===== config.mk =====
export PLATFORM = sky130hd
export DESIGN_NAME = sensor_packet_deframer_top
export DESIGN_NICKNAME = d
export VERILOG_FILES = /design/src/design/spd_pkg.sv /design/src/design/sensor_packet_deframer_top.sv /design/src/design/spd_front.sv /design/src/design/spd_queue.sv /design/src/design/spd_back.sv
export SDC_FILE = /design/constraint.sdc
export NUM_CORES = 1
export LEC_CHECK = 0
export BUFFER_PORTS_ARGS = -buffer_cell sky130_fd_sc_hd__buf_2
export CAP_MARGIN = 20
export CORE_UTILIZATION = 23
export DETAILED_ROUTE_END_ITERATION = 8
export PLACE_DENSITY = 0.46
export SKIP_LAST_GASP = 1
export SYNTH_ARGS = -nofsm -noshare
export SYNTH_HDL_FRONTEND = slang
export SYNTH_HIERARCHICAL = 1
export SYNTH_SLANG_ARGS = --single-unit

===== constraint.sdc =====
create_clock -name clk -period 9.4 [get_ports clk]
set_input_delay 0 -clock clk [delete_from_list [all_inputs] [get_ports clk]]
set_output_delay 0 -clock clk [all_outputs]
set_load 0.02 [all_outputs]

===== src/design/spd_pkg.sv =====
// Shared types and constants for the sensor packet deframer.
// Depends on nothing; imported by every module of the block.
package spd_pkg;

    // Position within a packet while receiving
    typedef enum logic [3:0] {
        POS_HUNT     = 4'd0,
        POS_START_LO = 4'd1,
        POS_ADDR0    = 4'd2,
        POS_ADDR1    = 4'd3,
        POS_ADDR2    = 4'd4,
        POS_ADDR3    = 4'd5,
        POS_KIND     = 4'd6,
        POS_LEN_HI   = 4'd7,
        POS_LEN_LO   = 4'd8,
        POS_PAYLOAD  = 4'd9
    } pos_t;

    // Result status codes
    typedef enum logic [2:0] {
        ST_PAYLOAD   = 3'd0,
        ST_COMPLETE  = 3'd1,
        ST_BAD_START = 3'd2,
        ST_TIMEOUT   = 3'd3,
        ST_ZERO_LEN  = 3'd4
    } status_t;

    // Input command code carried in tuser
    localparam logic CMD_TICK = 1'b1;

    // Configuration register indexes
    localparam logic [0:0] CFG_START_CODE = 1'b0;
    localparam logic [0:0] CFG_TIMEOUT    = 1'b1;

    // Configuration reset values
    localparam logic [15:0] START_CODE_RESET = 16'hEF01;
    localparam logic [15:0] TIMEOUT_RESET    = 16'd1000;

    // One result record as it travels from the parser to the output stage
    typedef struct packed {
        status_t     status;
        logic [7:0]  payload_byte;
        logic [15:0] payload_offset;
        logic        last;
        logic [7:0]  packet_kind;
        logic [15:0] packet_length;
        logic [31:0] device_address;
    } spd_result_t;

endpackage


===== src/design/sensor_packet_deframer_top.sv =====
// Sensor packet deframer: one byte or tick accepted per cycle. The result record
// is written to the queue when the transfer is accepted and then loaded into the
// output register, from which it is offered on the master side. Sustained rate is
// one item per cycle; the slave side stalls only while the result queue is full.
// rst_n is asynchronous and clears the parser, the queue and the output stage and
// restores the start code (EF01h) and timeout (1000 ticks).
module sensor_packet_deframer_top #(
    parameter int QUEUE_DEPTH = 4
) (
    input  logic        clk,
    input  logic        rst_n,
    // configuration write port
    input  logic        cfg_we,
    input  logic [0:0]  cfg_index,
    input  logic [15:0] cfg_data,
    // slave side
    input  logic        s_axis_tvalid,
    output logic        s_axis_tready,
    input  logic [7:0]  s_axis_tdata,   // rx_byte[7:0]
    input  logic [0:0]  s_axis_tuser,   // command[0]
    // master side
    output logic        m_axis_tvalid,
    input  logic        m_axis_tready,
    output logic [79:0] m_axis_tdata,   // payload_byte[7:0], payload_offset[23:8],
                                        // packet_kind[31:24], packet_length[47:32],
                                        // device_address[79:48]
    output logic [2:0]  m_axis_tuser,   // status[2:0]
    output logic        m_axis_tlast    // last
);
    import spd_pkg::*;

    spd_result_t res;
    spd_result_t q_data;
    logic        res_valid;
    logic        q_full;
    logic        q_empty;
    logic        q_pop;

    // Parser
    spd_front u_front (
        .clk        (clk),
        .rst_n      (rst_n),
        .cfg_we     (cfg_we),
        .cfg_index  (cfg_index),
        .cfg_data   (cfg_data),
        .in_valid   (s_axis_tvalid),
        .in_ready   (s_axis_tready),
        .in_command (s_axis_tuser[0]),
        .in_byte    (s_axis_tdata),
        .queue_full (q_full),
        .res_valid  (res_valid),
        .res        (res)
    );

    // Result queue
    spd_queue #(
        .DEPTH (QUEUE_DEPTH)
    ) u_queue (
        .clk       (clk),
        .rst_n     (rst_n),
        .push      (res_valid),
        .push_data (res),
        .full      (q_full),
        .pop       (q_pop),
        .pop_data  (q_data),
        .empty     (q_empty)
    );

    // Output stage
    spd_back u_back (
        .clk      (clk),
        .rst_n    (rst_n),
        .q_empty  (q_empty),
        .q_data   (q_data),
        .q_pop    (q_pop),
        .m_tvalid (m_axis_tvalid),
        .m_tready (m_axis_tready),
        .m_tdata  (m_axis_tdata),
        .m_tuser  (m_axis_tuser),
        .m_tlast  (m_axis_tlast)
    );

endmodule


===== src/design/spd_front.sv =====
// Parser front end: accepts bytes and ticks, tracks the packet fields and
// produces result records. Depends on spd_pkg.
module spd_front (
    input  logic                clk,
    input  logic                rst_n,
    input  logic                cfg_we,
    input  logic [0:0]          cfg_index,
    input  logic [15:0]         cfg_data,
    input  logic                in_valid,
    output logic                in_ready,
    input  logic                in_command,
    input  logic [7:0]          in_byte,
    input  logic                queue_full,
    output logic                res_valid,
    output spd_pkg::spd_result_t res
);
    import spd_pkg::*;

    logic [15:0] start_code_reg;
    logic [15:0] timeout_reg;
    pos_t        pos_reg, pos_next;
    logic [31:0] address_reg, address_next;
    logic [7:0]  kind_reg, kind_next;
    logic [15:0] length_reg, length_next;
    logic [15:0] pcount_reg, pcount_next;
    logic [15:0] tick_reg, tick_next;

    logic        accept;
    logic        is_tick;
    logic [15:0] tick_inc;
    logic [15:0] pcount_inc;
    logic [15:0] length_lo;
    logic        timeout_hit;
    logic        start_bad;
    logic        len_zero;
    logic        pay_done;
    logic        emit;

    assign in_ready = !queue_full;
    assign accept   = in_valid && in_ready;
    assign is_tick  = (in_command == CMD_TICK);

    // Condition terms shared by next-state and output logic
    assign tick_inc    = tick_reg + 16'd1;
    assign pcount_inc  = pcount_reg + 16'd1;
    assign length_lo   = {length_reg[15:8], in_byte};
    assign timeout_hit = is_tick && (tick_inc >= timeout_reg);
    assign start_bad   = (in_byte != start_code_reg[7:0]);
    assign len_zero    = (length_lo == 16'd0);
    assign pay_done    = (pcount_inc == length_reg);

    // Configuration registers
    always_ff @(posedge clk or negedge rst_n)
    begin
        if (!rst_n)
        begin
            start_code_reg <= START_CODE_RESET;
            timeout_reg    <= TIMEOUT_RESET;
        end
        else if (cfg_we)
        begin
            case (cfg_index)
                CFG_START_CODE: start_code_reg <= cfg_data;
                CFG_TIMEOUT:    timeout_reg    <= cfg_data;
                default:        ;
            endcase
        end
    end

    // Field position next state
    always_comb
    begin
        pos_next = pos_reg;
        if (is_tick)
        begin
            if (timeout_hit)
                pos_next = POS_HUNT;
        end
        else
        begin
            case (pos_reg)
                POS_HUNT:
                    if (in_byte == start_code_reg[15:8])
                        pos_next = POS_START_LO;
                POS_START_LO: pos_next = start_bad ? POS_HUNT : POS_ADDR0;
                POS_ADDR0:    pos_next = POS_ADDR1;
                POS_ADDR1:    pos_next = POS_ADDR2;
                POS_ADDR2:    pos_next = POS_ADDR3;
                POS_ADDR3:    pos_next = POS_KIND;
                POS_KIND:     pos_next = POS_LEN_HI;
                POS_LEN_HI:   pos_next = POS_LEN_LO;
                POS_LEN_LO:   pos_next = len_zero ? POS_HUNT : POS_PAYLOAD;
                default:      pos_next = pay_done ? POS_HUNT : pos_reg;
            endcase
        end
    end

    // Datapath updates and result record
    always_comb
    begin
        address_next = address_reg;
        kind_next    = kind_reg;
        length_next  = length_reg;
        pcount_next  = pcount_reg;
        tick_next    = tick_reg;
        emit         = 1'b0;
        res.status         = ST_PAYLOAD;
        res.payload_byte   = 8'd0;
        res.payload_offset = 16'd0;
        res.last           = 1'b0;
        if (is_tick)
        begin
            tick_next = tick_inc;
            if (timeout_hit)
            begin
                tick_next   = 16'd0;
                pcount_next = 16'd0;
                emit        = 1'b1;
                res.status  = ST_TIMEOUT;
                res.last    = 1'b1;
            end
        end
        else
        begin
            case (pos_reg)
                POS_HUNT: ;
                POS_START_LO:
                    if (start_bad)
                    begin
                        tick_next   = 16'd0;
                        pcount_next = 16'd0;
                        emit        = 1'b1;
                        res.status  = ST_BAD_START;
                        res.last    = 1'b1;
                    end
                POS_ADDR0, POS_ADDR1, POS_ADDR2, POS_ADDR3:
                    address_next = {address_reg[23:0], in_byte};
                POS_KIND:   kind_next = in_byte;
                POS_LEN_HI: length_next = {in_byte, 8'd0};
                POS_LEN_LO:
                begin
                    length_next = length_lo;
                    pcount_next = 16'd0;
                    if (len_zero)
                    begin
                        tick_next  = 16'd0;
                        emit       = 1'b1;
                        res.status = ST_ZERO_LEN;
                        res.last   = 1'b1;
                    end
                end
                default:
                begin
                    // Payload byte, checksum bytes included
                    emit               = 1'b1;
                    res.payload_byte   = in_byte;
                    res.payload_offset = pcount_reg;
                    pcount_next        = pcount_inc;
                    if (pay_done)
                    begin
                        pcount_next = 16'd0;
                        tick_next   = 16'd0;
                        res.status  = ST_COMPLETE;
                        res.last    = 1'b1;
                    end
                end
            endcase
        end
        res.packet_kind    = kind_next;
        res.packet_length  = length_next;
        res.device_address = address_next;
    end

    assign res_valid = accept && emit;

    // State registers, updated on each accepted transfer
    always_ff @(posedge clk or negedge rst_n)
    begin
        if (!rst_n)
        begin
            pos_reg     <= POS_HUNT;
            address_reg <= 32'd0;
            kind_reg    <= 8'd0;
            length_reg  <= 16'd0;
            pcount_reg  <= 16'd0;
            tick_reg    <= 16'd0;
        end
        else if (accept)
        begin
            pos_reg     <= pos_next;
            address_reg <= address_next;
            kind_reg    <= kind_next;
            length_reg  <= length_next;
            pcount_reg  <= pcount_next;
            tick_reg    <= tick_next;
        end
    end

`ifndef SYNTHESIS
    // A result that ends a reception leaves the parser hunting with counts cleared
    assert property (@(posedge clk) disable iff (!rst_n)
        (res_valid && res.last) |=> (pos_reg == POS_HUNT && tick_reg == 16'd0
                                      && pcount_reg == 16'd0))
        else $error("parser not re-armed after end of reception");

    // Payload is only received against a non-zero length
    assert property (@(posedge clk) disable iff (!rst_n)
        (pos_reg == POS_PAYLOAD) |-> (length_reg != 16'd0))
        else $error("payload phase with zero length");

    // The payload count stays below the captured length
    assert property (@(posedge clk) disable iff (!rst_n)
        (pos_reg == POS_PAYLOAD) |-> (pcount_reg < length_reg))
        else $error("payload count reached length without completing");
`endif

endmodule


===== src/design/spd_queue.sv =====
// Short result queue between parser and output stage.
// Depends on spd_pkg for the result record type.
module spd_queue #(
    parameter int DEPTH = 4
) (
    input  logic                clk,
    input  logic                rst_n,
    input  logic                push,
    input  spd_pkg::spd_result_t push_data,
    output logic                full,
    input  logic                pop,
    output spd_pkg::spd_result_t pop_data,
    output logic                empty
);
    import spd_pkg::*;

    localparam int PTR_W = (DEPTH > 1) ? $clog2(DEPTH) : 1;
    localparam int CNT_W = $clog2(DEPTH + 1);

    spd_result_t       entry_reg [DEPTH];
    logic [PTR_W-1:0]  wr_ptr_reg, rd_ptr_reg;
    logic [CNT_W-1:0]  count_reg;
    logic              do_push;
    logic              do_pop;

    assign full     = (count_reg == CNT_W'(DEPTH));
    assign empty    = (count_reg == '0);
    assign do_push  = push && !full;
    assign do_pop   = pop && !empty;
    assign pop_data = entry_reg[rd_ptr_reg];

    // Entry storage
    always_ff @(posedge clk)
    begin
        if (do_push)
            entry_reg[wr_ptr_reg] <= push_data;
    end

    // Pointers and fill count
    always_ff @(posedge clk or negedge rst_n)
    begin
        if (!rst_n)
        begin
            wr_ptr_reg <= '0;
            rd_ptr_reg <= '0;
            count_reg  <= '0;
        end
        else
        begin
            if (do_push)
                wr_ptr_reg <= (wr_ptr_reg == PTR_W'(DEPTH - 1)) ? '0
                                                                : wr_ptr_reg + PTR_W'(1);
            if (do_pop)
                rd_ptr_reg <= (rd_ptr_reg == PTR_W'(DEPTH - 1)) ? '0
                                                                : rd_ptr_reg + PTR_W'(1);
            if (do_push && !do_pop)
                count_reg <= count_reg + CNT_W'(1);
            else if (do_pop && !do_push)
                count_reg <= count_reg - CNT_W'(1);
        end
    end

`ifndef SYNTHESIS
    // Fill count never passes the depth
    assert property (@(posedge clk) disable iff (!rst_n)
        count_reg <= CNT_W'(DEPTH))
        else $error("queue count overflow");

    // A lone push leaves something to read
    assert property (@(posedge clk) disable iff (!rst_n)
        (do_push && !do_pop) |=> !empty)
        else $error("queue empty after push");

    // A lone pop takes exactly one entry
    assert property (@(posedge clk) disable iff (!rst_n)
        (do_pop && !do_push) |=> (count_reg == $past(count_reg) - CNT_W'(1)))
        else $error("queue count wrong after pop");
`endif

endmodule


===== src/design/spd_back.sv =====
// Output stage: takes result records from the queue into an output register
// and presents them as stream transfers. Depends on spd_pkg.
module spd_back (
    input  logic                clk,
    input  logic                rst_n,
    input  logic                q_empty,
    input  spd_pkg::spd_result_t q_data,
    output logic                q_pop,
    output logic                m_tvalid,
    input  logic                m_tready,
    output logic [79:0]         m_tdata,
    output logic [2:0]          m_tuser,
    output logic                m_tlast
);
    import spd_pkg::*;

    logic        valid_reg;
    spd_result_t out_reg;

    // Load a new record whenever the register is free or being drained
    assign q_pop = !q_empty && (!valid_reg || m_tready);

    always_ff @(posedge clk or negedge rst_n)
    begin
        if (!rst_n)
            valid_reg <= 1'b0;
        else if (!valid_reg || m_tready)
            valid_reg <= !q_empty;
    end

    always_ff @(posedge clk)
    begin
        if (q_pop)
            out_reg <= q_data;
    end

    // Pack the record onto the stream
    assign m_tvalid = valid_reg;
    assign m_tdata  = {out_reg.device_address, out_reg.packet_length,
                       out_reg.packet_kind, out_reg.payload_offset,
                       out_reg.payload_byte};
    assign m_tuser  = out_reg.status;
    assign m_tlast  = out_reg.last;

endmodule


# Yosys cells after proc, flatten, opt, wreduce, memory -nomap -nowiden
# Memory sizes are Yosys's and may differ from the RTL's. A register that Yosys moved wholly into a read port is not among the register bits.
# Cells that the tools add are included.
# totals
ff_bits	132
ram_bits	336
output_inout_bits	86
word_cells	113
mem_count	1
# mem_list
name	words	width	rd	rd_clocked_by_memory_dff	wr	line_no	source
u_queue.entry_reg	4	84	1	1	1	spd_queue.sv:20	spd_result_t entry_reg [DEPTH];
# op_classes
addsub	6
n_lt_le_gt_ge	1
n_eq_ne	19
mux	45
bitwise_logic	1
reduce_logical	28
# op_table
op	count
two-way mux 16 bit	9
case mux 16 bit (3 select lines)	2
two-way mux 32 bit	2
two-way mux 24 bit	2
case mux 4 bit (9 select lines)	1
adder 16 x 1 -> 16 bit, second input constant	2
case mux 16 bit (2 select lines)	1
two-way mux 4 bit	5
equality test 16 bit	1
equality test 4 x 3 -> 1 bit, second input constant	4
greater-or-equal comparator 16 bit	1
zero test 16 bit	1
two-way mux 8 bit	2
two-way mux 3 bit	4
nonzero test 11 bit	1
two-way mux 2 bit	5
two-way mux 1 bit	9
inequality test 3 x 2 -> 1 bit, second input constant	3
case mux 3 bit (3 select lines)	1
OR reduction 9 bit	1
equality test 4 x 2 -> 1 bit, second input constant	2
equality test 8 bit	1
logical AND 1 bit	8
inequality test 8 bit	1
21 further kinds	31

# Logic depth before layout (Yosys ltp)
# Gate-level depths: netlist of the first run.
# logic_depth
depth_word	11
ltp_mapped	24

# Modules after synthesis
# Netlist of the first run, hierarchy kept.
# modules_own_cells
module	instances	cells_per_inst	area_each_um2
spd_queue	1	476	12597.1
spd_front	1	747	7572.3
spd_back	1	89	2572.5

# Least setup slack after synthesis of the first run
# OpenSTA, ideal clock, no wires.
# synth_path
path_kind	register to register
startpoint	register u_front.tick_reg[0]
endpoint	memory u_queue/entry_reg[0][0] (netlist bit), enable pin
setup_time_ps	529
arrival_time_ps	6537
t_required_ps	8871
setup_slack_ps	2334
stages_incl_launch_ff	20
path_buffers	2
path_cell_list	dfrtp_1 -> ha_1 -> and3_1 -> and3_1 -> and3_1 -> nand3_1 -> nor2_1 -> xnor2_1 -> inv_1 -> ha_1 -> o21ai_0 -> o21ai_0 -> a2111oi_0 -> a21oi_1 -> o21ai_0 -> clkbuf_1 -> clkbuf_1 -> nor2_1 -> nand2_1 -> nor2_1
# synth_between
elab_chain_cells	9
# synth_lines
item	line_no	source
from (decl)	spd_front.sv:26	logic [15:0] tick_reg, tick_next;
from (signal assigned)	spd_front.sv:195	tick_reg <= tick_next;
adder 16 x 1 -> 16 bit	spd_front.sv:44	assign tick_inc = tick_reg + 16'd1;
greater-or-equal comparator 16 bit	spd_front.sv:47	assign timeout_hit = is_tick && (tick_inc >= timeout_reg);
logical AND 1 bit	spd_front.sv:47	
two-way mux 1 bit	spd_front.sv:114	if (timeout_hit)
two-way mux 1 bit	spd_front.sv:111	if (is_tick)
logical AND 1 bit	spd_front.sv:174	assign res_valid = accept && emit;
via res_valid	sensor_packet_deframer_top.sv:34	logic res_valid;
logical AND 1 bit	spd_queue.sv:28	assign do_push = push && !full;
two-way mux 1 bit	spd_queue.sv:35	if (do_push)
two-way mux 1 bit (not written as such)	spd_queue.sv:36	entry_reg[wr_ptr_reg] <= push_data;
to (decl)	spd_queue.sv:20	
# The timed path passes the listed nets, and every way through them passes these cells.

# Final worst setup path of the first run
# layout_path
startpoint	register u_front.tick_reg[0]
endpoint	memory u_queue/entry_reg[3][81] (netlist bit), enable pin
# layout_between
elab_chain_cells	9
# layout_lines
item	line_no	source
adder 16 x 1 -> 16 bit	spd_front.sv:44	
greater-or-equal comparator 16 bit	spd_front.sv:47	
logical AND 1 bit	spd_front.sv:47	
two-way mux 1 bit	spd_front.sv:114	
two-way mux 1 bit	spd_front.sv:111	
logical AND 1 bit	spd_front.sv:174	
via res_valid	sensor_packet_deframer_top.sv:34	
logical AND 1 bit	spd_queue.sv:28	
via u_queue.do_push	spd_queue.sv:23	logic do_push;
two-way mux 1 bit	spd_queue.sv:35	
two-way mux 1 bit (not written as such)	spd_queue.sv:36	
# The timed path passes the listed nets, and every way through them passes these cells.

==> impl_metrics.env, run 1 <==
export IMPL_start_util=0.234
export IMPL_yosys_area_top_type_share=0.555
export IMPL_cp_start_kind="register"
export IMPL_worst_path_most_repeated_cell="and3_1"
export IMPL_tns_ns=0
export IMPL_die_h_um=316
export IMPL_slowest_stage="and2_4"
export IMPL_r2r_end="u_queue/entry_reg[3][81]$_DFFE_PP_"
export IMPL_r2r_slack_ns=4.16
export IMPL_die_w_um=316
export IMPL_cts_root_buf="clkbuf_16"
export IMPL_synth_largest_area_cell="edfxtp_1"
export IMPL_core_um2=97300
export IMPL_min_period_over_period=0.558
export IMPL_ir_worst_vdd_v=0.000149
export IMPL_clock_path_buffers=3
export IMPL_track_usage=0.110
export IMPL_largest_reg_flops=336
export IMPL_skew_ns=0.0401
export IMPL_clock_sinks=552
export IMPL_syn_instance_count=1312
export IMPL_hold_path_class="in2async"
export IMPL_numPortBuffers=116
export IMPL_clkLatencyLatePin_ns=0.64
export IMPL_synth_distinct_cells=76
export IMPL_maxCapViolations=0
export IMPL_grt_max_degree=94
export IMPL_synth_seq_cells=552
export IMPL_finalHoldViolCount=0
export IMPL_dp_hpwl_um=34200
export IMPL_gp_congestion=0.780
export IMPL_cts_tree="done"
export IMPL_fin_area_um2=26800
export IMPL_wirelength_um=54700
export IMPL_crit_path_max_fanout=44
export IMPL_worst_slew_pin_transition_ns=1.00
export IMPL_synth_edff_count=420
export IMPL_arrival_ns=5.49
export IMPL_num_fill_cells=9764
export IMPL_wl_per_cell_um=19.6
export IMPL_cp_required_ns=9.65
export IMPL_synth_area_um2=22700
export IMPL_ant_nets=0
export IMPL_ys_seq_area_frac=0.701
export IMPL_power_density_nw_per_um2=299
export IMPL_slowest_delay_ns=0.70
export IMPL_critPathTopFamily="simple AND/OR/NAND/NOR gates"
export IMPL_fin_crit_ns=5.24
export IMPL_rsz0062_at_grt="no"
export IMPL_synth_ff_type="edfxtp_1"
export IMPL_clk_pin_slew_worst_paths_ns=0.06
export IMPL_run_status="complete, no violations"
export IMPL_drt_iter0_markers=821
export IMPL_via_per_inst=4.30
export IMPL_post_synth_top_count_cell="edfxtp_1"
export IMPL_syn2layout_area_growth_pct=17.9
export IMPL_post_dp_cell_area_um2=24700
export IMPL_firstDrtPassIters=6
export IMPL_path_buf_inv=3
export IMPL_ys_warnings_count=6
export IMPL_fin_nets=1517
export IMPL_pin_count=117
export IMPL_r2r_start="u_front/tick_reg[0]$_DFFE_PN0P_"
export IMPL_grt_first_pass_wirelength_um=82400
export IMPL_drc=0
export IMPL_p_leak_nw=9.52
export IMPL_grt_pass1_vias=12500
export IMPL_cts_htree_levels=2
export IMPL_slew_headroom=0.330
export IMPL_criticalPathCategory="reg2reg"
export IMPL_synth_nets=1368
export IMPL_postSynthAreaPerCell_um2=17.3
export IMPL_async_flop_share=0.239
export IMPL_grt_overflow_total=0
export IMPL_row_count=114
export IMPL_layout_drive_gt1_share=0.317
export IMPL_die_area_um2=100000
export IMPL_critPathCaptureType="register"
export IMPL_vias=12000
export IMPL_power_mw=8.01
export IMPL_cts_made_buffers=59
export IMPL_cp_cell_sequence="ha_1 > and3_1 > and3_1 > and3_1 > nand3_1 > nor2_1 > xnor2_1 > inv_1 > ha_1 > o21ai_0 > o21ai_0 > a2111oi_0 > a21oi_1 > o21ai_1 > buf_4 > nor2_1 > nor2b_2 > and2_4 > buf_4"
export IMPL_rr_worst_depth=19
export IMPL_synth_common_cells="420 x edfxtp_1, 139 x mux2_2, 118 x dfrtp_1"
export IMPL_antenna_found_initial=4
export IMPL_maxSlewViolCount=0
export IMPL_yosys_top_cells_area="edfxtp_1 55%, dfrtp_1 13%, mux4_2 8.3%"
export IMPL_setup_viol=0
export IMPL_fmax_mhz=191
==> report_power, final <==
part,switching (mW),internal [mW]
combinational,1.20,0.900
sequential,0.380,3.32
clock,0.968,1.24
==> cell type report <==
class	instances	area (µm²)	share of cell area
Inverter	29	109	0.00406
Clock inverter	27	224	0.00835
Timing Repair Buffer	160	985	0.0367
Clock buffer	85	1630	0.0609
Multi-Input combinational cell	659	6330	0.236
Antenna cell	1	2.50	0.0000933
Sequential cell	552	15900	0.594
Tap cell	1276	1600	0.0595
==> cells by family (layout without fill, tap and decap cells) <==
group / Yosys count / count (layout) / synth area share
AO/OA/AOI/OAI: 116 / 116 / 0.0357
XOR/XNOR: 38 / 38 / 0.0146
adder cells (fa/ha/maj): 25 / 25 / 0.0141
buffers and inverters: 101 / 301 / 0.0224
flip-flops: 552 / 552 / 0.701
multiplexers: 225 / 225 / 0.153
other: 0 / 1 / 0
AND/OR/NAND/NOR: 255 / 255 / 0.0597
==> metrics by stage <==
| step | util | hold WS (ns) | setup slack (ns) | cells |
|---|---|---|---|---|
| floorplan | - | -0.296 | 2.33 | 1312 |
| global placement | 0.254 | 0.185 | 4.12 | 2651 |
| detailed placement | 0.254 | 0.186 | 4.17 | 2652 |
| CTS | 0.276 | 0.0103 | 4.13 | 2788 |
| global route | 0.276 | 0.0586 | 3.57 | 2788 |
| finish | 0.276 | 0.0440 | 4.16 | 2789 |
==> routing by layer <==
metal	GRT usage	routed length, µm
met3	0.0223	2840
met1	0.150	24700
met5	0	0
met4	0.0259	940
met2	0.180	26200
==> cells in the final DEF (no fill, tap or decap), types with 19 or more instances in the layout <==
cell type / instances
and2_1: 29
buf_2: 115
buf_4: 19
clkbuf_1: 20
clkbuf_16: 59
dfrtp_1: 116
dlygate4sd3_1: 24
edfxtp_1: 420
ha_1: 24
inv_1: 29
mux2_2: 139
mux4_2: 84
nand2_1: 78
nand2b_1: 22
nand3_1: 34
nor2_1: 23
o21ai_0: 29
xor2_1: 28
==> repair_timing <==
action	in CTS	in global routing
hold endpoints to repair	147	0
endpoints found under the setup margin	0	0
buffers inserted	0	0
hold buffers	24	0
gates resized for setup	0	0
==> how the worst max path moves through the flow <==
stage	from	end	slack (ns)	cells after the start
2_1_floorplan	u_front/tick_reg[0]$_DFFE_PN0P_	u_queue/entry_reg[0][0]$_DFFE_PP_	2.33	19
3_3_place_gp	u_front/tick_reg[0]$_DFFE_PN0P_	u_queue/entry_reg[2][73]$_DFFE_PP_	4.12	19
3_5_place_dp	u_front/tick_reg[0]$_DFFE_PN0P_	u_queue/entry_reg[3][81]$_DFFE_PP_	4.17	19
4_1_cts	u_front/tick_reg[0]$_DFFE_PN0P_	u_queue/entry_reg[3][81]$_DFFE_PP_	4.13	19
5_1_grt	u_front/tick_reg[0]$_DFFE_PN0P_	u_queue/entry_reg[3][81]$_DFFE_PP_	3.57	19
6_report	u_front/tick_reg[0]$_DFFE_PN0P_	u_queue/entry_reg[3][81]$_DFFE_PP_	4.16	19
==> worst reg2reg max path, delay by kind of cell, from the launching register on <==
family	cells	cell delay, ns
flip-flops	1	0.41
AND/OR/NAND/NOR	8	2.07
AO/OA/AOI/OAI	5	0.69
buffers and inverters	3	1.03
adder cells (fa/ha/maj)	2	0.51
XOR/XNOR	1	0.15
Power figures use the tool's default switching activity.
==> inputs of run 2 (changes only) <==
--- a/config.mk
+++ b/config.mk
@@ -5,6 +5,7 @@
 export SDC_FILE = /design/constraint.sdc
 export NUM_CORES = 1
 export LEC_CHECK = 0
+export ABC_AREA = 1
 export BUFFER_PORTS_ARGS = -buffer_cell sky130_fd_sc_hd__buf_2
 export CAP_MARGIN = 20
 export CORE_UTILIZATION = 23
==> constraint.sdc (replaced) <==
create_clock -name clk -period 5.3 [get_ports clk]
set_input_delay 0 -clock clk [delete_from_list [all_inputs] [get_ports clk]]
set_output_delay 0 -clock clk [all_outputs]
set_load 0.02 [all_outputs]
==> impl_metrics.env, run 2 <==
export IMPL_synth_top_family_by_area="simple AND/OR/NAND/NOR gates"
export IMPL_grt_pass1_vias=15500
export IMPL_power_density_nw_per_um2=498
export IMPL_fin_crit_ns=4.63
export IMPL_maxSlewViolCount=0
export IMPL_critPathCaptureType="register"
export IMPL_grt_max_degree=147
export IMPL_antenna_found_initial=2
export IMPL_pre_cts_ws_ns=0.669
export IMPL_synthXorXnorAreaFrac=0.00786
export IMPL_worst_slew_pin_transition_ns=1.11
export IMPL_firstDrtPassIters=7
export IMPL_synth_distinct_cells=41
export IMPL_syn2layout_area_growth_pct=17.7
export IMPL_synth_nets=2297
export IMPL_startpoint="u_front/tick_reg[0]$_DFFE_PN0P_"
export IMPL_combPwrFrac=0.277
export IMPL_fin_nets=2434
export IMPL_hold_path_class="in2reg"
export IMPL_wirelength_um=62400
export IMPL_synth_edff_count=420
export IMPL_row_count=119
export IMPL_post_synth_top_count_cell="nand2_1"
export IMPL_setup_viol=0
export IMPL_power_mw=14.4
export IMPL_vias=15700
export IMPL_postSynthAreaPerCell_um2=10.9
export IMPL_clk_pin_slew_worst_paths_ns=0.06
export IMPL_r2r_end="u_queue/entry_reg[3][60]$_DFFE_PP_"
export IMPL_slew_headroom=0.251
export IMPL_cts_resized_gates=0
export IMPL_largest_reg_flops=336
export IMPL_async_flop_share=0.239
export IMPL_synth_area_um2=24500
export IMPL_mostFrequentLayoutCells="649 x nand2_1, 420 x edfxtp_1, 336 x inv_1, 124 x o21ai_0, 116 x dfrtp_1"
export IMPL_synth_ff_type="edfxtp_1"
export IMPL_cts_root_buf="clkbuf_16"
export IMPL_die_h_um=328
export IMPL_r2r_start="u_front/tick_reg[0]$_DFFE_PN0P_"
export IMPL_clock_sinks=552
export IMPL_maxCapViolations=0
export IMPL_synth_compound_area_share=0.100
export IMPL_clock_path_buffers=3
export IMPL_synthSimpleGateAreaFrac=0.147
export IMPL_syn_instance_count=2241
export IMPL_synth_common_cells="649 x nand2_1, 420 x edfxtp_1, 336 x inv_1"
export IMPL_wl_per_cell_um=16.3
export IMPL_yosys_area_top_type_share=0.515
export IMPL_finalHoldViolCount=0
export IMPL_skew_ns=0.0354
export IMPL_yosys_top_cells_area="edfxtp_1 51%, dfrtp_1 12%, nand2_1 9.9%"
export IMPL_gp_congestion=0.829
export IMPL_grt_overflow_total=0
export IMPL_via_per_inst=4.10
export IMPL_rsz0062_at_grt="no"
export IMPL_start_util=0.232
export IMPL_grt_first_pass_wirelength_um=95200
export IMPL_whs_ns=0.0640
export IMPL_synth_seq_cells=552
export IMPL_cp_required_ns=5.58
export IMPL_failed_checks="design-rule violations"
export IMPL_rr_worst_depth=22
export IMPL_numPortBuffers=116
export IMPL_drc=44
export IMPL_die_area_um2=108000
export IMPL_min_period_over_period=0.873
export IMPL_synth_largest_area_cell="edfxtp_1"
export IMPL_arrival_ns=4.91
export IMPL_muxShareOfSynthArea=0
export IMPL_layout_commonest_cell="nand2_1"
export IMPL_switchingPower_mw=5.05
export IMPL_hold_path_endpoint="u_queue/entry_reg[1][79]$_DFFE_PP_"
export IMPL_min_path_cells=3
export IMPL_holdBufCountCts=25
export IMPL_ant_nets=0
export IMPL_crit_path_max_fanout=45
export IMPL_swShare=0.352
export IMPL_layout_drive_gt1_share=0.147
export IMPL_p_leak_nw=11.7
export IMPL_synth_fa_ha_area_frac=0.0131
export IMPL_setup_ws_ns=0.671
export IMPL_p_int_mw=9.31
export IMPL_fmax_mhz=216
export IMPL_track_usage=0.115
export IMPL_clkLatencyLatePin_ns=0.65
export IMPL_core_um2=105000
export IMPL_die_w_um=328
export IMPL_ys_seq_area_frac=0.650
export IMPL_power_frac_seq=0.424
export IMPL_run_status="finished, violations left"
export IMPL_cts_tree="done"
export IMPL_ys_warnings_count=6
export IMPL_r2r_slack_ns=0.67
export IMPL_postCtsSetupBuffers=0
export IMPL_hp_start="s_axis_tdata[6]"
export IMPL_cts_htree_levels=2
export IMPL_pin_count=117
export IMPL_ir_worst_vdd_v=0.000332
export IMPL_p_clk_frac=0.298
export IMPL_drt_iter0_markers=1104
export IMPL_cts_made_buffers=61
export IMPL_dp_hpwl_um=40500
export IMPL_cp_start_kind="register"
export IMPL_criticalPathCategory="reg2reg"
export IMPL_num_fill_cells=11100
export IMPL_tns_ns=0
==> run 2: cell count changes after synthesis, sizes merged, moves of 22 or more <==
cell | before | now
mux4 | 84 | 0
mux2 | 139 | 0
nand4 | 10 | 34
inv | 29 | 338
nor2 | 25 | 101
o211ai | 3 | 168
nand2 | 79 | 654
o21ai | 33 | 126
and2 | 33 | 0
nand2b | 22 | 0
buf | 35 | 65
nand3 | 34 | 78
==> run 2: cell families (layout without fill, tap and decap cells) <==
logic type | count (synthesis) | in the layout
AND/OR/NAND/NOR | 881 | 881
AO/OA/AOI/OAI | 328 | 328
other | 0 | 1
adder cells (fa/ha/maj) | 25 | 25
buffers and inverters | 433 | 623
flip-flops | 552 | 552
XOR/XNOR | 22 | 22
==> run 2: how the worst max path moves through the flow <==
stage	end	slack [ns]
global placement	u_queue/entry_reg[3][61]$_DFFE_PP_	0.72
detailed placement	u_queue/entry_reg[3][59]$_DFFE_PP_	0.67
floorplan	u_queue/entry_reg[0][0]$_DFFE_PP_	-0.26
CTS	u_queue/entry_reg[3][60]$_DFFE_PP_	0.63
finish	u_queue/entry_reg[3][60]$_DFFE_PP_	0.67
global route	u_queue/count_reg[2]$_DFFE_PN0P_	0.10
==> run 2: area by class of cell <==
cell class / instances / area [µm²] / area share
Antenna cell: 1 / 2.50 / 0.0000868
Clock buffer: 86 / 1730 / 0.0598
Multi-Input combinational cell: 1256 / 6620 / 0.230
Tap cell: 1391 / 1740 / 0.0604
Sequential cell: 552 / 15900 / 0.553
Timing Repair Buffer: 167 / 1210 / 0.0419
Inverter: 340 / 1280 / 0.0443
Clock inverter: 30 / 318 / 0.0110
==> run 2: stage by stage <==
stage | cell area, µm² | util | std cells
after global placement | 26500 | 0.251 | 3678
final | 28800 | 0.274 | 3823
after global routing | 28800 | 0.273 | 3822
after floorplan | 24500 | - | 2241
after CTS | 28800 | 0.273 | 3819
after detailed placement | 26500 | 0.251 | 3678
==> run 2: power by group through the flow <==
stage / registers (mW) / clock network [mW] / logic, mW
final: 6.09 / 4.28 / 3.98
after global routing: 6.19 / 4.59 / 4.45
after detailed placement: 6.21 / 0 / 4.07
after floorplan: 6.46 / 0 / 2.56
after CTS: 6.13 / 4.43 / 4.10
after global placement: 6.22 / 0 / 4.05
==> run 2: critical path, stage by stage (launching register included) <==
cell and delay, ns:
dfrtp_1 0.41, ha_1 0.20, nand2_1 0.06, nor2_1 0.16, nand3_1 0.12, nor2_1 0.18
nand2_1 0.09, nor3_1 0.24, nand2_1 0.10, xor2_1 0.18, inv_1 0.06, ha_1 0.27
nand2_1 0.04, inv_1 0.06, nand3_1 0.09, nor3_1 0.21, nand3_1 0.16, nand4_2 0.14
nand2_1 0.12, nor2_1 0.20, nand2_1 0.33, nor2_4 0.45, buf_12 0.34
==> run 2: layer usage <==
metal  global-route usage  part of all wire  vias to the layer above
met5                    0                 0                        -
met4               0.0269             0.015                        0
met3               0.0187             0.045                       68
met2                0.183              0.45                      295
met1                0.163              0.49                     7525
li1                     -                 -                     7785
==> inputs of run 3 (changes only) <==
--- a/config.mk
+++ b/config.mk
@@ -11,6 +11,7 @@
 export CORE_UTILIZATION = 23
 export DETAILED_ROUTE_END_ITERATION = 8
 export PLACE_DENSITY = 0.46
+export REMOVE_ABC_BUFFERS = 1
 export SKIP_LAST_GASP = 1
 export SYNTH_ARGS = -nofsm -noshare
 export SYNTH_HDL_FRONTEND = slang
==> impl_metrics.env, run 3 (same netlist as run 2, synthesis figures left out) <==
export IMPL_largest_reg_flops=336
export IMPL_arrival_ns=5.14
export IMPL_cp_required_ns=5.83
export IMPL_drc=24
export IMPL_r2r_slack_ns=0.68
export IMPL_slowest_delay_ns=0.42
export IMPL_ant_nets=0
export IMPL_crit_end="u_queue/count_reg[2]$_DFFE_PN0P_"
export IMPL_syn2layout_area_growth_pct=17.4
export IMPL_min_period_over_period=0.871
export IMPL_fin_area_um2=28800
export IMPL_cts_tree="done"
export IMPL_antenna_found_initial=2
export IMPL_drt_iter0_markers=884
export IMPL_clock_sinks=552
export IMPL_cts_made_buffers=61
export IMPL_dp_hpwl_um=37800
export IMPL_finalHoldViolCount=0
export IMPL_post_dp_cell_area_um2=26400
export IMPL_worst_slew_pin_transition_ns=0.997
export IMPL_fin_nets=2432
export IMPL_wirelength_um=60600
export IMPL_ir_worst_vdd_v=0.000270
export IMPL_pin_count=117
export IMPL_clkLatencyLatePin_ns=0.64
export IMPL_cts_root_buf="clkbuf_16"
export IMPL_vias=15600
export IMPL_grt_overflow_total=0
export IMPL_grt_pass1_vias=15300
export IMPL_failed_checks="design-rule violations"
export IMPL_pre_cts_ws_ns=0.717
export IMPL_wl_per_cell_um=15.9
export IMPL_mostFrequentLayoutCells="649 x nand2_1, 420 x edfxtp_1, 336 x inv_1, 124 x o21ai_0, 116 x dfrtp_1"
export IMPL_layout_commonest_cell="nand2_1"
export IMPL_whs_ns=0.0601
export IMPL_via_per_inst=4.07
export IMPL_worst_path_most_repeated_cell="nand2_1"
export IMPL_r2r_end="u_queue/count_reg[2]$_DFFE_PN0P_"
export IMPL_maxSlewViolCount=0
export IMPL_core_um2=105000
export IMPL_hp_start="s_axis_tdata[0]"
export IMPL_gp_congestion=0.787
export IMPL_cp_start_kind="register"
export IMPL_grt_max_degree=169
export IMPL_fin_crit_ns=4.62
export IMPL_die_area_um2=108000
export IMPL_track_usage=0.112
export IMPL_setup_ws_ns=0.683
export IMPL_die_h_um=328
export IMPL_slew_headroom=0.336
export IMPL_slowest_stage="dfrtp_1"
export IMPL_numPortBuffers=116
export IMPL_rr_worst_depth=28
export IMPL_grt_first_pass_wirelength_um=92800
export IMPL_layout_drive_gt1_share=0.146
export IMPL_startpoint="u_front/tick_reg[0]$_DFFE_PN0P_"
export IMPL_crit_path_max_fanout=7
export IMPL_clock_path_buffers=3
export IMPL_start_util=0.232
export IMPL_rsz0062_at_grt="no"
export IMPL_maxCapViolations=0
export IMPL_critPathCaptureType="register"
export IMPL_r2r_start="u_front/tick_reg[0]$_DFFE_PN0P_"
export IMPL_hold_path_class="in2reg"
export IMPL_row_count=119
export IMPL_p_leak_nw=11.7
export IMPL_die_w_um=328
export IMPL_skew_ns=0.0112
export IMPL_criticalPathCategory="reg2reg"
export IMPL_fmax_mhz=217
export IMPL_finalNonFillerCells=3821
export IMPL_tns_ns=0
export IMPL_place_inst=3676
export IMPL_clk_pin_slew_worst_paths_ns=0.06
export IMPL_run_status="finished, violations left"
export IMPL_firstDrtPassIters=7
export IMPL_cts_htree_levels=2
export IMPL_power_density_nw_per_um2=495
export IMPL_setup_viol=0
[run 3: cell types whose count changed in the layout (fill, tap and decap cells not counted), sizes merged]
| cell | previous run | this run |
|---|---|---|
| clkinvlp | 5 | 2 |
| clkbuf | 87 | 91 |
| bufinv | 4 | 2 |
| buf | 142 | 139 |
| dlygate4sd3 | 24 | 26 |
[run 3: what timing repair did]
item,4_1_cts,5_1_grt
resized for setup,0,0
hold endpoints to repair,149,6
setup buffers,0,0
hold buffers,23,3
[run 3: worst max-delay path, delay by kind of cell, from the launching register on]
kind          cells  cell delay (ns)
simple gates     19             2.54
buf+inv           4             0.32
fa+ha+maj         4             1.03
xor+xnor          1             0.18
flops             1             0.42
[run 3: power by group]
group	switching (mW)	total (mW)	internal (mW)	leakage, nW
Combinational	2.84	3.96	1.12	5.04
Clock	1.79	4.23	2.44	0.992
Sequential	0.364	6.04	5.68	5.66
[run 3: worst min-delay path by stage]
stage | slack (ns) | to | depth (start not counted)
final | 0.06 | u_front/pos_reg[1]$_DFFE_PN0P_ | 7
after global routing | 0.08 | u_queue/entry_reg[3][80]$_DFFE_PP_ | 3
after detailed placement | 0.13 | u_front/address_reg[25]$_DFFE_PN0P_ | 1
after CTS | 0.03 | u_front/pos_reg[1]$_DFFE_PN0P_ | 7
after floorplan | -0.30 | u_back/m_tvalid$_DFFE_PN0P_ | 0
after global placement | 0.13 | u_front/address_reg[25]$_DFFE_PN0P_ | 1
[run 3: layout make-up]
cell class              count  area [µm²]
diodes                      1        2.50
inverters                 340        1280
fillers                 11100       76700
clock inverters            25         240
clock buffers              91        1790
multi-input cells        1256        6620
repair buffers            165        1150
well taps                1391        1740
flip-flops and latches    552       15900
[run 3: stage by stage]
stage               utilization  power (mW)
global route              0.273        15.1
floorplan                     -        8.74
CTS                       0.272        14.5
global placement          0.251        10.2
finish                    0.273        14.2
detailed placement        0.251        10.2
[run 3: layer usage]
layer	routed length, µm	track usage	part of all wire
met5	0	0	0
met4	1080	0.0279	0.018
met3	2310	0.0166	0.038
met2	28400	0.184	0.47
met1	28800	0.153	0.48
